### src/rtl/core/bpc_pkg.sv
// package: types and constants for the button press classifier
package bpc_pkg;

   localparam int unsigned CFG_WIDTH   = 16;
   localparam int unsigned CSR_IDX_W   = 2;

   localparam logic [CFG_WIDTH-1:0] DEBOUNCE_RESET = 16'd150;
   localparam logic [CFG_WIDTH-1:0] LONG_RESET     = 16'd500;
   localparam logic [CFG_WIDTH-1:0] REPEAT_RESET   = 16'd800;

   typedef enum logic [CSR_IDX_W-1:0] {
      CSR_DEBOUNCE = 2'd0,
      CSR_LONG     = 2'd1,
      CSR_REPEAT   = 2'd2,
      CSR_SUPPRESS = 2'd3
   } csr_idx_type;

   typedef enum logic [1:0] {
      PRESS_NONE   = 2'd0,
      PRESS_SHORT  = 2'd1,
      PRESS_LONG   = 2'd2,
      PRESS_REPEAT = 2'd3
   } press_type;

   typedef struct packed {
      logic [CFG_WIDTH-1:0] debounce_ticks;
      logic [CFG_WIDTH-1:0] long_press_ticks;
      logic [CFG_WIDTH-1:0] repeat_ticks;
      logic                 suppress_view;
   } cfg_type;

   typedef struct packed {
      logic [1:0] press_state;
      logic       view_advance;
   } result_type;

endpackage

### src/rtl/core/bpc_req_if.sv
// interface: input item channel carrying one sampled pin level
interface bpc_req_if;
   logic valid;
   logic ready;
   logic pin_level;

   modport source (output valid, output pin_level, input ready);
   modport sink (input valid, input pin_level, output ready);
endinterface

### src/rtl/core/bpc_rsp_if.sv
// interface: result item channel carrying press state and view advance
interface bpc_rsp_if;
   logic       valid;
   logic       ready;
   logic [1:0] press_state;
   logic       view_advance;

   modport source (output valid, output press_state, output view_advance, input ready);
   modport sink (input valid, input press_state, input view_advance, output ready);
endinterface

### src/rtl/core/bpc_csr_if.sv
// interface: configuration write channel
interface bpc_csr_if;
   logic        valid;
   logic        ready;
   logic [1:0]  index;
   logic [15:0] data;

   modport source (output valid, output index, output data, input ready);
   modport sink (input valid, input index, input data, output ready);
endinterface

### src/rtl/core/bpc_csr.sv
// configuration registers of the button press classifier
module bpc_csr
   import bpc_pkg::*;
(
   input  logic                 clock,
   input  logic                 reset,
   input  logic                 wr_en,
   input  csr_idx_type          wr_index,
   input  logic [CFG_WIDTH-1:0] wr_data,
   output cfg_type              cfg
);

   cfg_type cfg_ff;
   cfg_type cfg_in;

   always_comb begin
      cfg_in = cfg_ff;
      if (wr_en) begin
         unique case (wr_index)
            CSR_DEBOUNCE: cfg_in.debounce_ticks   = wr_data;
            CSR_LONG:     cfg_in.long_press_ticks = wr_data;
            CSR_REPEAT:   cfg_in.repeat_ticks     = wr_data;
            CSR_SUPPRESS: cfg_in.suppress_view    = wr_data[0];
            default:      cfg_in = cfg_ff;
         endcase
      end
   end

   always_ff @(posedge clock) begin
      if (reset) begin
         cfg_ff.debounce_ticks   <= DEBOUNCE_RESET;
         cfg_ff.long_press_ticks <= LONG_RESET;
         cfg_ff.repeat_ticks     <= REPEAT_RESET;
         cfg_ff.suppress_view    <= 1'b0;
      end else begin
         cfg_ff <= cfg_in;
      end
   end

   assign cfg = cfg_ff;

endmodule

### src/rtl/core/bpc_core.sv
// press state registers and the per-item countdown and classification logic
module bpc_core
   import bpc_pkg::*;
#(
   parameter int unsigned COUNT_WIDTH = 16
)(
   input  logic       clock,
   input  logic       reset,
   input  logic       step,
   input  logic       pin,
   input  cfg_type    cfg,
   output result_type result
);

   localparam int unsigned WIDE = (COUNT_WIDTH > CFG_WIDTH) ? COUNT_WIDTH : CFG_WIDTH;
   localparam logic [COUNT_WIDTH-1:0] CNT_MAX = {COUNT_WIDTH{1'b1}};

   function automatic logic [COUNT_WIDTH-1:0] load_count(input logic [CFG_WIDTH-1:0] v);
      logic [WIDE-1:0] w;
      w = (v == '0) ? WIDE'(1) : WIDE'(v);
      if (w > WIDE'(CNT_MAX)) begin
         w = WIDE'(CNT_MAX);
      end
      return w[COUNT_WIDTH-1:0];
   endfunction

   logic                   last_level_ff, last_level_in;
   logic                   edge_seen_ff, edge_seen_in;
   logic                   long_active_ff, long_active_in;
   logic                   deb_pending_ff, deb_pending_in;
   logic [COUNT_WIDTH-1:0] deb_left_ff, deb_left_in;
   logic                   long_armed_ff, long_armed_in;
   logic [COUNT_WIDTH-1:0] long_left_ff, long_left_in;
   press_type              press_ff, press_in;
   logic                   advance;

   always_comb begin
      last_level_in  = last_level_ff;
      edge_seen_in   = edge_seen_ff;
      long_active_in = long_active_ff;
      deb_pending_in = deb_pending_ff;
      deb_left_in    = deb_left_ff;
      long_armed_in  = long_armed_ff;
      long_left_in   = long_left_ff;
      press_in       = press_ff;
      advance        = 1'b0;

      // debounce countdown
      if (deb_pending_ff) begin
         if (deb_left_in != '0) begin
            deb_left_in = deb_left_in - COUNT_WIDTH'(1);
         end
         if (deb_left_in == '0) begin
            press_in       = (!pin && !long_active_ff) ? PRESS_SHORT : PRESS_NONE;
            deb_pending_in = 1'b0;
         end
      end

      // long press countdown
      if (long_armed_ff) begin
         if (long_left_in != '0) begin
            long_left_in = long_left_in - COUNT_WIDTH'(1);
         end
         if (long_left_in == '0) begin
            if (!edge_seen_ff && pin) begin
               if (long_active_ff) begin
                  press_in = PRESS_REPEAT;
                  if (!cfg.suppress_view) begin
                     advance  = 1'b1;
                     press_in = PRESS_NONE;
                  end
               end else begin
                  press_in = PRESS_LONG;
               end
               long_active_in = 1'b1;
               long_left_in   = load_count(cfg.repeat_ticks);
            end else begin
               long_active_in = 1'b0;
               long_armed_in  = 1'b0;
            end
         end
      end

      // rising edge
      if (pin && !last_level_ff) begin
         if (!deb_pending_in && !long_active_in) begin
            deb_pending_in = 1'b1;
            deb_left_in    = load_count(cfg.debounce_ticks);
            long_armed_in  = 1'b1;
            long_left_in   = load_count(cfg.long_press_ticks);
            edge_seen_in   = 1'b0;
         end else begin
            edge_seen_in = 1'b1;
         end
      end
      last_level_in = pin;
   end

   always_ff @(posedge clock) begin
      if (reset) begin
         last_level_ff  <= 1'b0;
         edge_seen_ff   <= 1'b0;
         long_active_ff <= 1'b0;
         deb_pending_ff <= 1'b0;
         deb_left_ff    <= '0;
         long_armed_ff  <= 1'b0;
         long_left_ff   <= '0;
         press_ff       <= PRESS_NONE;
      end else if (step) begin
         last_level_ff  <= last_level_in;
         edge_seen_ff   <= edge_seen_in;
         long_active_ff <= long_active_in;
         deb_pending_ff <= deb_pending_in;
         deb_left_ff    <= deb_left_in;
         long_armed_ff  <= long_armed_in;
         long_left_ff   <= long_left_in;
         press_ff       <= press_in;
      end
   end

   assign result.press_state  = press_in;
   assign result.view_advance = advance;

endmodule

### src/rtl/core/button_press_classifier.sv
// top level: input register, press classification logic and result register
// One pin sample is taken per item and gives exactly one result item. Items
// flow through an input register and a result register, with the press
// state updated as an item moves from one to the other, so a new item is
// accepted every cycle while the output side does not stall, and a stall
// blocks new items once the input register is full. Configuration writes
// take effect on the next cycle and are always accepted; COUNT_WIDTH sets
// the width of the two countdown counters, and delays above its range
// saturate to the largest count.
module button_press_classifier
   import bpc_pkg::*;
#(
   parameter int unsigned COUNT_WIDTH = 16
)(
   input  logic      clock,
   input  logic      reset,
   bpc_req_if.sink   req_chan,
   bpc_rsp_if.source rsp_chan,
   bpc_csr_if.sink   csr_chan
);

   cfg_type    cfg;
   result_type result;

   logic       in_valid_ff, in_valid_in;
   logic       in_pin_ff;
   logic       out_valid_ff, out_valid_in;
   result_type out_data_ff;
   logic       advance_stage;
   logic       req_take;

   assign csr_chan.ready = 1'b1;

   bpc_csr u_csr (
      .clock    (clock),
      .reset    (reset),
      .wr_en    (csr_chan.valid),
      .wr_index (csr_idx_type'(csr_chan.index)),
      .wr_data  (csr_chan.data),
      .cfg      (cfg)
   );

   assign advance_stage    = in_valid_ff && (!out_valid_ff || rsp_chan.ready);
   assign req_chan.ready   = !in_valid_ff || advance_stage;
   assign req_take         = req_chan.valid && req_chan.ready;

   bpc_core #(
      .COUNT_WIDTH (COUNT_WIDTH)
   ) u_core (
      .clock  (clock),
      .reset  (reset),
      .step   (advance_stage),
      .pin    (in_pin_ff),
      .cfg    (cfg),
      .result (result)
   );

   always_comb begin
      in_valid_in = in_valid_ff;
      if (req_take) begin
         in_valid_in = 1'b1;
      end else if (advance_stage) begin
         in_valid_in = 1'b0;
      end
      out_valid_in = out_valid_ff;
      if (advance_stage) begin
         out_valid_in = 1'b1;
      end else if (rsp_chan.ready) begin
         out_valid_in = 1'b0;
      end
   end

   always_ff @(posedge clock) begin
      if (reset) begin
         in_valid_ff  <= 1'b0;
         out_valid_ff <= 1'b0;
      end else begin
         in_valid_ff  <= in_valid_in;
         out_valid_ff <= out_valid_in;
      end
   end

   always_ff @(posedge clock) begin
      if (req_take) begin
         in_pin_ff <= req_chan.pin_level;
      end
      if (advance_stage) begin
         out_data_ff <= result;
      end
   end

   assign rsp_chan.valid        = out_valid_ff;
   assign rsp_chan.press_state  = out_data_ff.press_state;
   assign rsp_chan.view_advance = out_data_ff.view_advance;

endmodule

### src/flat_wrapper.sv
// flat-port wrapper written by rule: the top's interface ports become plain ports
module button_press_classifier_flat import bpc_pkg::*;
#(
   parameter int unsigned COUNT_WIDTH = 16
)
  (clock, reset, req_chan_valid, req_chan_pin_level, req_chan_ready, rsp_chan_valid, rsp_chan_press_state, rsp_chan_view_advance, rsp_chan_ready, csr_chan_valid, csr_chan_index, csr_chan_data, csr_chan_ready);
  bpc_req_if req_chan_i ();
  bpc_rsp_if rsp_chan_i ();
  bpc_csr_if csr_chan_i ();
  input  logic clock;
  input  logic reset;
  input wire logic [$bits(req_chan_i.valid)-1:0] req_chan_valid;
  input wire logic [$bits(req_chan_i.pin_level)-1:0] req_chan_pin_level;
  output wire logic [$bits(req_chan_i.ready)-1:0] req_chan_ready;
  output wire logic [$bits(rsp_chan_i.valid)-1:0] rsp_chan_valid;
  output wire logic [$bits(rsp_chan_i.press_state)-1:0] rsp_chan_press_state;
  output wire logic [$bits(rsp_chan_i.view_advance)-1:0] rsp_chan_view_advance;
  input wire logic [$bits(rsp_chan_i.ready)-1:0] rsp_chan_ready;
  input wire logic [$bits(csr_chan_i.valid)-1:0] csr_chan_valid;
  input wire logic [$bits(csr_chan_i.index)-1:0] csr_chan_index;
  input wire logic [$bits(csr_chan_i.data)-1:0] csr_chan_data;
  output wire logic [$bits(csr_chan_i.ready)-1:0] csr_chan_ready;
  assign req_chan_i.valid = req_chan_valid;
  assign req_chan_i.pin_level = req_chan_pin_level;
  assign req_chan_ready = req_chan_i.ready;
  assign rsp_chan_valid = rsp_chan_i.valid;
  assign rsp_chan_press_state = rsp_chan_i.press_state;
  assign rsp_chan_view_advance = rsp_chan_i.view_advance;
  assign rsp_chan_i.ready = rsp_chan_ready;
  assign csr_chan_i.valid = csr_chan_valid;
  assign csr_chan_i.index = csr_chan_index;
  assign csr_chan_i.data = csr_chan_data;
  assign csr_chan_ready = csr_chan_i.ready;
  button_press_classifier #(.COUNT_WIDTH(COUNT_WIDTH)) u_core (.clock(clock), .reset(reset), .req_chan(req_chan_i), .rsp_chan(rsp_chan_i), .csr_chan(csr_chan_i));
endmodule
### config.mk
export PLATFORM = sky130hd
export DESIGN_NAME = button_press_classifier_flat
export DESIGN_NICKNAME = d
export VERILOG_FILES = /design/src/rtl/core/bpc_pkg.sv /design/src/rtl/core/bpc_req_if.sv /design/src/rtl/core/bpc_rsp_if.sv /design/src/rtl/core/bpc_csr_if.sv /design/src/rtl/core/bpc_csr.sv /design/src/rtl/core/bpc_core.sv /design/src/rtl/core/button_press_classifier.sv /design/src/flat_wrapper.sv
export SDC_FILE = /design/constraint.sdc
export NUM_CORES = 1
export LEC_CHECK = 0
export ABC_AREA = 1
export BUFFER_PORTS_ARGS = -buffer_cell sky130_fd_sc_hd__buf_2
export CORE_UTILIZATION = 50
export CTS_BUF_LIST = sky130_fd_sc_hd__clkbuf_2
export DETAILED_ROUTE_END_ITERATION = 7
export PLACE_DENSITY = 0.67
export SLEW_MARGIN = 30
export SYNTH_ARGS = -nofsm -noshare
export SYNTH_HDL_FRONTEND = slang
export SYNTH_SLANG_ARGS = --single-unit
### constraint.sdc
create_clock -name clock -period 3.3 [get_ports clock]
set_input_delay 0.66 -clock clock [delete_from_list [all_inputs] [get_ports clock]]
set_output_delay 0.66 -clock clock [all_outputs]
set_load 0.02 [all_outputs]
# After elaboration in Yosys (flattened, before gate mapping)
# Cells that the tools add are included.
[classes] addsub=2 n_lt_le_gt_ge=3 eq_ne=3 n_mux=43 reduce_logical=32
[op_table] op="16-bit two-way mux" n=18
[op_table] op="16-bit logical NOT" n=5
[op_table] op="16-bit greater-than comparator, second input constant" n=3
[op_table] op="16-bit nonzero test" n=2
[op_table] op="16-bit by 1-bit subtractor with 16-bit output, second input constant" n=2
[op_table] op="1-bit two-way mux" n=18
[op_table] op="2-bit two-way mux" n=7
[op_table] op="2-bit AND reduction" n=5
[op_table] op="1-bit logical NOT" n=8
[op_table] op="1-bit logical AND" n=6
[op_table] op="2-bit == test, second input constant" n=2
[op_table] op="4-bit AND reduction" n=1
[op_table] op="2-bit nonzero test" n=2
[op_table] op="2-bit by 1-bit == test with 1-bit output, second input constant" n=1
[op_table] op="2-bit logical NOT" n=1
[op_table] op="1-bit logical OR" n=2
[word_totals] reg_bits=94 input_bits=24 wordCells=100

# Logic depth before layout (Yosys ltp)
# Gate-level depths: netlist (run 1).
[depth] depth_word=10 ltp_mapped=21 ltp_nobuf=20

# Cells and area by module
# A second synthesis (run 1) with hierarchy kept.
[unflattened] hier_cells=1061 hier_area_um2=6296.0
[modules_own_cells] module="bpc_core" n_inst=1 cells_each=747 area_each_um2=4066.4 seq_area_each_um2=780.7
[modules_own_cells] module="bpc_csr" n_inst=1 cells_each=296 area_each_um2=2006.9 seq_area_each_um2=980.9
[modules_own_cells] module="button_press_classifier" n_inst=1 cells_each=18 area_each_um2=222.7 seq_area_each_um2=160.2

# Worst setup path before layout (run 1)
# Ideal clock, no wire load.
[synth_path] path_type="register to register" startpoint="reg u_core.u_core.long_left_ff[0]" endpoint="reg u_core.u_core.deb_left_ff[6]" setup_time_ns=0.132 t_arrival_ns=2.140 required_ns=3.168 slack_ns=1.028 path_stages_with_launch=18 n_path_buf=2 period_less_slack_ns=2.272 cell_sequence="dfxtp_1 > inv_1 > ha_1 > nand2_4 > nor2_2 > nand2_4 > buf_6 > nand2_1 > nand2_2 > inv_2 > nand3_1 > nor2_4 > nand3_2 > nand2_4 > buf_2 > nand3_1 > nand3_1 > a21oi_1"
[synth_between] elab_chain_len=10 word_cells_on_any_way=11 classes_between="add/sub (1); mux (6); reduce/logical (4)"
[synth_rtl] element="start: declaration" line_no="bpc_core.sv:33" rtl="logic [COUNT_WIDTH-1:0] long_left_ff, long_left_in;"
[synth_rtl] element="start signal: assignment" line_no="bpc_core.sv:116" rtl="long_left_ff <= long_left_in;"
[synth_rtl] element="16-bit by 1-bit subtractor with 16-bit output or 16-bit nonzero test (tied branches)" line_no="bpc_core.sv:62, bpc_core.sv:61"
[synth_rtl] element="16-bit two-way mux (*)" line_no="bpc_core.sv:61" rtl="if (long_left_in != '0) begin"
[synth_rtl] element="16-bit two-way mux (*)" line_no="bpc_core.sv:60" rtl="if (long_armed_ff) begin"
[synth_rtl] element="16-bit logical NOT (*)" line_no="bpc_core.sv:64" rtl="if (long_left_in == '0) begin"
[synth_rtl] element="1-bit two-way mux (*)" line_no="bpc_core.sv:64"
[synth_rtl] element="1-bit two-way mux (*)" line_no="bpc_core.sv:60"
[synth_rtl] element="1-bit logical NOT (*)" line_no="bpc_core.sv:86" rtl="if (!deb_pending_in && !long_active_in) begin"
[synth_rtl] element="1-bit logical AND (*)" line_no="bpc_core.sv:86"
[synth_rtl] element="16-bit two-way mux (*)" line_no="bpc_core.sv:86"
[synth_rtl] element="16-bit two-way mux (*)" line_no="bpc_core.sv:85" rtl="if (pin && !last_level_ff) begin"
[synth_rtl] element="end signal: assignment" line_no="bpc_core.sv:114" rtl="deb_left_ff <= deb_left_in;"
[synth_rtl] element="end: declaration" line_no="bpc_core.sv:31" rtl="logic [COUNT_WIDTH-1:0] deb_left_ff, deb_left_in;"
# Mark *: on every way between the ends. The rest lies on a longest branch, timed or not. The select of a mux whose other input is x is not followed.
# A chain may end at the register's enable or synchronous reset.

# Worst setup path in the final report (run 1)
[layout_path] startpoint="reg u_core.u_core.long_left_ff[0]" endpoint="reg u_core.u_core.deb_left_ff[8]"
# Same word-level chain as after synthesis.

==> reports/results.ini, run 1 <==
[synthesis]
syn-num-nets=1010
syn-cell-area_sq_um=6050
yosysSeqAreaShare=0.318
synth_warnings=0
ys_ff_latch=94
synth_edf_count=4
synth.most_common_cell=nand2_1
synth_area_leader_cell=dfxtp_1
synth_top_area_share=0.298
ys_types=33
syn-instance-count=984
synthTopCellsByArea=dfxtp_1, nand2_1, nand3_1
ys.flop_type=dfxtp_1
async_flop_share=0
synthTopCellsByCount=nand2_1, nor2_1, nand3_1
avgSynthCellArea_sq_um=6.15

[die]
rows=39
die_h_um=112
initial_core_util=0.521
core-area_sq_um=11600
die_area_sq_um=12500
ioPinCount=30
die_w_um=112

[place]
dp.cells=1120
hpwl_um=13400
port_buffers=28
place.gp.congestion=0.919
dpl_worst_slack_ns=0.380
placed_cell_area_sq_um=6200

[drt]
antenna_left=0
vias=6296
avgRoutedWirePerCell_um=15.4
viasPerCell=5.54
drt_pre_antenna_iters=8
drcViolationCount=1
drt-initial-drc-count=730
wirelength_um=17500

[timing]
hold_viol=0
grt_setup_unrepaired=no
post-route-period-util=0.900
setup_violations=0
clock_skew_ns=0.0258
hold-worst-slack_ns=0.203
fin_crit_ns=2.97
slew_headroom=0.491
max_freq_ghz=0.337
worst_slack_ns=0.329
tns_ns=0
tightestPinTransition_ns=0.762
finalMaxSlewViolations=0

[worst_setup_path]
cp.buffers_inverters=2
reg2reg_to=u_core.u_core.deb_left_ff[8]
critPathSlowestCell=dfxtp_1
crit_arrival_ns=3.48
critPathMaxStageDelay_ns=0.41
r2r_setup_slack_ns=0.33
crit-reg2reg-launch=u_core.u_core.long_left_ff[0]
cp_max_fo=24
end_kind=flop
crit_start=u_core.u_core.long_left_ff[0]
path_cells=inv_1 -> ha_1 -> nand2_4 -> nor2_2 -> nand2_4 -> nand2_1 -> nand2_1 -> nor2_1 -> nand3_1 -> nor2_4 -> nand3_2 -> nand2_4 -> buf_4 -> nand3_1 -> nand3_1 -> a21oi_1
required_ns=3.81
crit_path_start_kind=flop
crit_family=simple AND/OR/NAND/NOR gates
crit_cells=16
reg2reg_depth=16
crit_path_end=u_core.u_core.deb_left_ff[8]
crit_type=flop to flop

[grt]
grt_pass1_vias=5400
grt_overflow=0
grt_usage=0.285
grt_max_degree=55
antenna_found_initial=0
grt_pass1_wl_um=28200

[clock_network]
cts_tree=done
postCtsHoldBufs=0
root_buffer=clkbuf_2
clock-sinks=94
clk_latency_ns=0.60
cts-resized-gates=0
post_cts_buffers=0
htree_levels=3
clk_pin_slew_ns=0.29
clock_path_buffers=2
cts_buffers=9

[final_layout]
syn_to_final_growth_pct=4.82
num_antenna_cells=0
fin_cells=1136
drive_above_1_share=0.0886
fillCellCount=1255
final_cell_area_sq_um=6340
fin_nets=1014

[power_and_ir_drop]
power.density_nw_per_um2=496
vdd_drop_max_v=0.000363
p_leak_nw=2.91

[run_status]
failed_checks=DRC
status=complete, but fails checks

[job]
drv_cap=0

[min_path]
min_path_type=input pin to flop

-- sequential cells by signal, summed over array words and instances, names as in the netlist, 2 cells and up --
signal                       flops
u_core.rsp_chan.press_state      2
u_core.u_core.deb_left_ff       16
u_core.u_core.long_left_ff      16
u_core.u_core.press_ff           2
u_core.u_csr.cfg                49
-- per-layer routing --
| layer | part of all wire | global-route usage | up-vias |
|---|---|---|---|
| li1 | - | - | 3218 |
| met1 | 0.49 | 0.430 | 2789 |
| met2 | 0.41 | 0.417 | 273 |
| met3 | 0.086 | 0.0408 | 16 |
| met4 | 0.013 | 0.0827 | 0 |
| met5 | 0 | 0 | - |
-- how the worst min path moves through the flow --
stage / start / endpoint / slack [ns] / cells past startpoint
after floorplan: u_core.u_csr.cfg[11] / u_core.u_csr.cfg[11] / 0.44 / 2
after global placement: u_core.u_csr.cfg[15] / u_core.u_csr.cfg[15] / 0.46 / 2
after detailed placement: u_core.u_csr.cfg[15] / u_core.u_csr.cfg[15] / 0.47 / 2
after CTS: req_chan_pin_level / u_core.in_pin_ff / 0.18 / 1
after global routing: req_chan_pin_level / u_core.in_pin_ff / 0.15 / 1
final: req_chan_pin_level / u_core.in_pin_ff / 0.20 / 1
-- cell type report --
class	instances	area, sq um	area share
multi-input cells	736	3460	0.545
flip-flops and latches	94	1920	0.303
repair buffers	41	250	0.0395
clock buffers	9	45.0	0.00710
inverters	106	398	0.0627
well taps	143	179	0.0282
clock inverters	7	91.3	0.0144
-- where the power goes --
group          switching [mW]  total, mW  internal, mW
sequential             0.0625       1.27          1.21
combinational           0.854       1.23         0.372
clock                   0.449      0.644         0.194
total                    1.37       3.14          1.78
-- cells in the final DEF, fill, tap and decap left out, types with 5 or more instances in the layout --
cell type and count:
nor2_4 5, o21ai_0 84, nor4_1 5, nand4_1 25, inv_1 101, nor2_1 106, buf_4 12, nand2_1 267
o211ai_1 11, dfxtp_1 90, nand3_1 102, a21oi_1 83, buf_2 28, nor2_2 12, clkbuf_2 9, xor2_1 8
-- worst reg2reg max path: stages, from the launching register on --
cell and delay [ns]:
dfxtp_1 0.41, inv_1 0.12, ha_1 0.33, nand2_4 0.13
nor2_2 0.16, nand2_4 0.15, nand2_1 0.17, nand2_1 0.09
nor2_1 0.13, nand3_1 0.16, nor2_4 0.14, nand3_2 0.09
nand2_4 0.29, buf_4 0.25, nand3_1 0.10, nand3_1 0.09
a21oi_1 0.08
-- kinds of logic (layout without fill, tap and decap cells) --
kind of cell,Yosys count,in the layout,synth area share
compound gates,186,186,0.163
xor+xnor,8,8,0.0116
fa+ha+maj,2,2,0.00414
buf+inv,154,163,0.113
flops,94,94,0.318
other cells,1,1,0.000620
simple gates,539,539,0.391
-- metrics by stage --
| step | util | power, mW |
|---|---|---|
| after CTS | 0.545 | 3.11 |
| final | 0.546 | 3.14 |
| after global routing | 0.546 | 3.34 |
| after detailed placement | 0.534 | 2.49 |
| after global placement | 0.534 | 2.49 |
| after floorplan | - | 2.21 |
(Power assumes the default switching activity.)
==> run 2: changes to the inputs <==
--- a/config.mk
+++ b/config.mk
@@ -10,8 +10,9 @@
 export CORE_UTILIZATION = 50
 export CTS_BUF_LIST = sky130_fd_sc_hd__clkbuf_2
 export DETAILED_ROUTE_END_ITERATION = 7
-export PLACE_DENSITY = 0.67
+export PLACE_DENSITY = 0.7
 export SLEW_MARGIN = 30
 export SYNTH_ARGS = -nofsm -noshare
 export SYNTH_HDL_FRONTEND = slang
+export SYNTH_HIERARCHICAL = 1
 export SYNTH_SLANG_ARGS = --single-unit
==> constraint.sdc (replaced) <==
create_clock -name clock -period 2.7 [get_ports clock]
set_input_delay 0.54 -clock clock [delete_from_list [all_inputs] [get_ports clock]]
set_output_delay 0.54 -clock clock [all_outputs]
set_load 0.02 [all_outputs]
==> run 2 against run 1 <==
  * The run now ends clean
  * Core utilization grew 6.6 points
  * Non-clock buffer count grew 63
  * Power grew 36%
  * Final cell count up 14%
  * Die area grew 4.0%
  * Sequential power rose by 22%
  * Largest cell class unchanged
  * Hold slack got worse by 0.14 ns
  * Largest power group is now combinational logic
  * Global-route usage is 0.50 points higher
  * Sequential cell count unchanged
  * Routed wire length rose by 9.5%
  * Setup slack got worse by 0.24 ns
==> reports/results.ini, run 2 <==
[run_status]
status=finished clean

[worst_setup_path]
crit_start=u_core/u_core/long_left_ff[0]
critPathMaxStageDelay_ns=0.40  ; about the same
crit_arrival_ns=3.18  ; -0.30 ns
required_ns=3.27  ; -0.54 ns
cp.buffers_inverters=3  ; +1
critPathSlowestCell=dfxtp_2
cp_max_fo=8  ; -67%
crit-reg2reg-launch=u_core/u_core/long_left_ff[0]
end_kind=flop
crit_path_start_kind=flop
crit_family=simple AND/OR/NAND/NOR gates
crit_type=flop to flop
path_cells=inv_2 -> ha_4 -> nand2_8 -> nor2_4 -> nand2_4 -> buf_12 -> a21boi_1 -> nor2_1 -> nand3_1 -> nor2_2 -> nand3_2 -> nand2_4 -> nand3_4 -> buf_4 -> nand2_1 -> nand3_1 -> a21oi_1

[timing]
fin_crit_ns=2.61  ; -0.358 ns
setup_violations=0  ; unchanged
tightestPinTransition_ns=0.842  ; +0.0798 ns
grt_setup_unrepaired=yes
hold-worst-slack_ns=0.0672  ; -0.136 ns
slew_headroom=0.438  ; -0.0530
hold_viol=0  ; unchanged
post-route-period-util=0.968  ; +0.0675
tns_ns=0  ; unchanged
clock_skew_ns=0.0561  ; +0.0303 ns
worst_slack_ns=0.0868  ; -0.242 ns
finalMaxSlewViolations=0  ; unchanged
max_freq_ghz=0.383  ; +14%

[place]
port_buffers=28  ; unchanged
hpwl_um=13600  ; +1.7%
place.gp.congestion=0.951  ; +3.5%
placed_cell_area_sq_um=6870  ; +11%
dpl_worst_slack_ns=0.0711  ; -0.308 ns
dp.cells=1260  ; +13%

[synthesis]
ys_types=38  ; +15%
syn-cell-area_sq_um=6300  ; +4.1%
synthTopCellsByCount=nand2_1, nor2_1, inv_1
synth_top_area_share=0.286  ; -0.0117
syn-num-nets=1087  ; +7.6%
yosysSeqAreaShare=0.305  ; -0.0124
synthTopCellsByArea=dfxtp_1, nand2_1, nor2_1
synth.most_common_cell=nand2_1
ys_ff_latch=94  ; unchanged
synth_warnings=6  ; +6
syn-instance-count=1061  ; +7.8%
avgSynthCellArea_sq_um=5.93  ; -3.5%
ys.flop_type=dfxtp_1
synth_area_leader_cell=dfxtp_1
async_flop_share=0  ; unchanged
synth_edf_count=4  ; unchanged

[final_layout]
syn_to_final_growth_pct=18.3
final_common_cell=nand2_1
fin_nets=1144  ; +13%
final_cell_area_sq_um=7450  ; +17%
post-route-util=0.612  ; +0.0664
num_antenna_cells=0  ; unchanged
drive_above_1_share=0.185  ; +0.0966
fillCellCount=1189  ; -5.3%
largest_register_ffs=49  ; unchanged
fin_cells=1291  ; +14%
mostFrequentLayoutCells=nand2_1, nor2_1, inv_1

[clock_network]
clk_pin_slew_ns=0.31  ; +0.02 ns
postCtsHoldBufs=0  ; unchanged
clock-sinks=94  ; unchanged
clk_latency_ns=0.61  ; about the same
cts_tree=done
clock_path_buffers=2  ; unchanged
cts_buffers=9  ; unchanged
htree_levels=3  ; unchanged
root_buffer=clkbuf_2

[grt]
met3_usage=0.0551  ; +0.0142
grt_pass1_wl_um=29500  ; +4.8%
grt.busiest_layer=met2
grtUsageMet2=0.439  ; +0.0222
met1_usage=0.412  ; -0.0183
antenna_found_initial=0  ; unchanged
grt_overflow=0  ; unchanged
grt_max_degree=50  ; -9.1%
grt_usage=0.290  ; +0.00504
grt_pass1_vias=5860  ; +8.5%

[die]
rows=40  ; +2.6%
ioPinCount=30  ; unchanged
initial_core_util=0.518  ; -0.00321
die_h_um=114  ; +2.0%
die_w_um=114  ; +2.0%
die_area_sq_um=13000  ; +4.0%
core-area_sq_um=12200  ; +4.7%

[drt]
antenna_left=0  ; unchanged
viasPerCell=5.39  ; -2.7%
drt-initial-drc-count=702  ; -3.8%
vias=6964  ; +11%
wirelength_um=19200  ; +9.5%
drcViolationCount=0  ; -1
avgRoutedWirePerCell_um=14.8  ; -3.7%
drt_pre_antenna_iters=5  ; -3

[power_and_ir_drop]
p_leak_nw=3.65  ; +26%
pwr-share-comb=0.449  ; +0.059
clkPwrFrac=0.186  ; -0.019
power_mw=4.26  ; +36%
power_frac_seq=0.365  ; -0.040
power.density_nw_per_um2=572  ; +15%
vdd_drop_max_v=0.000372  ; +2.7%
swShare=0.427  ; -0.00802
power.net_switching_mw=1.82  ; +33%
p_int_mw=2.44  ; +37%

[min_path]
min_path_type=input pin to flop
worstHoldStart=req_chan_pin_level

[job]
drv_cap=0  ; unchanged

==> run 2: what timing repair did <==
action,CTS,global route
gates resized for setup,0,81
setup buffers,0,10
endpoints found under the setup margin,0,38
==> run 2: worst paths after layout <==
check | slack (ns) | cells past startpoint | to
worst max register to register | 0.09 | 17 | u_core/u_core/long_left_ff[0]
worst min-delay path | 0.07 | 1 | u_core/in_pin_ff
worst min register to register | 0.50 | 2 | u_core/u_core/edge_seen_ff
worst max-delay path | 0.09 | 17 | u_core/u_core/long_left_ff[0]
==> run 2: routing by layer <==
layer	part of all wire	vias to the layer above	wire [um]
li1	-	3525	-
met1	0.46	3149	8840
met2	0.45	263	8540
met3	0.074	27	1420
met4	0.019	0	370
met5	0	-	0
==> run 2: kinds of logic (layout without fill, tap and decap cells) <==
group / count (synthesis) / count (layout) / share of synthesized area
XOR/XNOR: 16 / 16 / 0.0223
AND/OR/NAND/NOR: 636 / 637 / 0.440
AO/OA/AOI/OAI: 122 / 122 / 0.102
adder cells (fa/ha/maj): 2 / 2 / 0.00397
buffers and inverters: 190 / 251 / 0.126
flip-flops: 94 / 94 / 0.305
other: 1 / 1 / 0.000596
==> run 2: worst reg2reg max path, delay by kind of cell (launching register included) <==
| family | cells | cell delay [ns] |
|---|---|---|
| AOI/OAI and AO/OA | 2 | 0.29 |
| adders and majority gates | 1 | 0.16 |
| buffers and inverters | 3 | 0.41 |
| DFF | 1 | 0.40 |
| and+or+nand+nor | 11 | 1.30 |
==> run 2: layout make-up <==
cell class              count  area [sq um]  share of cell area
multi-input cells         778          3830               0.514
flip-flops and latches     94          1950               0.262
repair buffers            104           838               0.113
inverters                 131           492              0.0660
well taps                 168           210              0.0282
clock inverters             7          88.8              0.0119
clock buffers               9          45.0             0.00605
==> run 2: power by group through the flow <==
stage                     clock network, mW  registers [mW]  logic, mW
after CTS                             0.807            1.55       1.69
after floorplan                           0            1.56       1.14
after global routing                  0.851            1.56       2.10
after global placement                    0            1.57       1.68
after detailed placement                  0            1.57       1.68
final                                 0.792            1.55       1.91
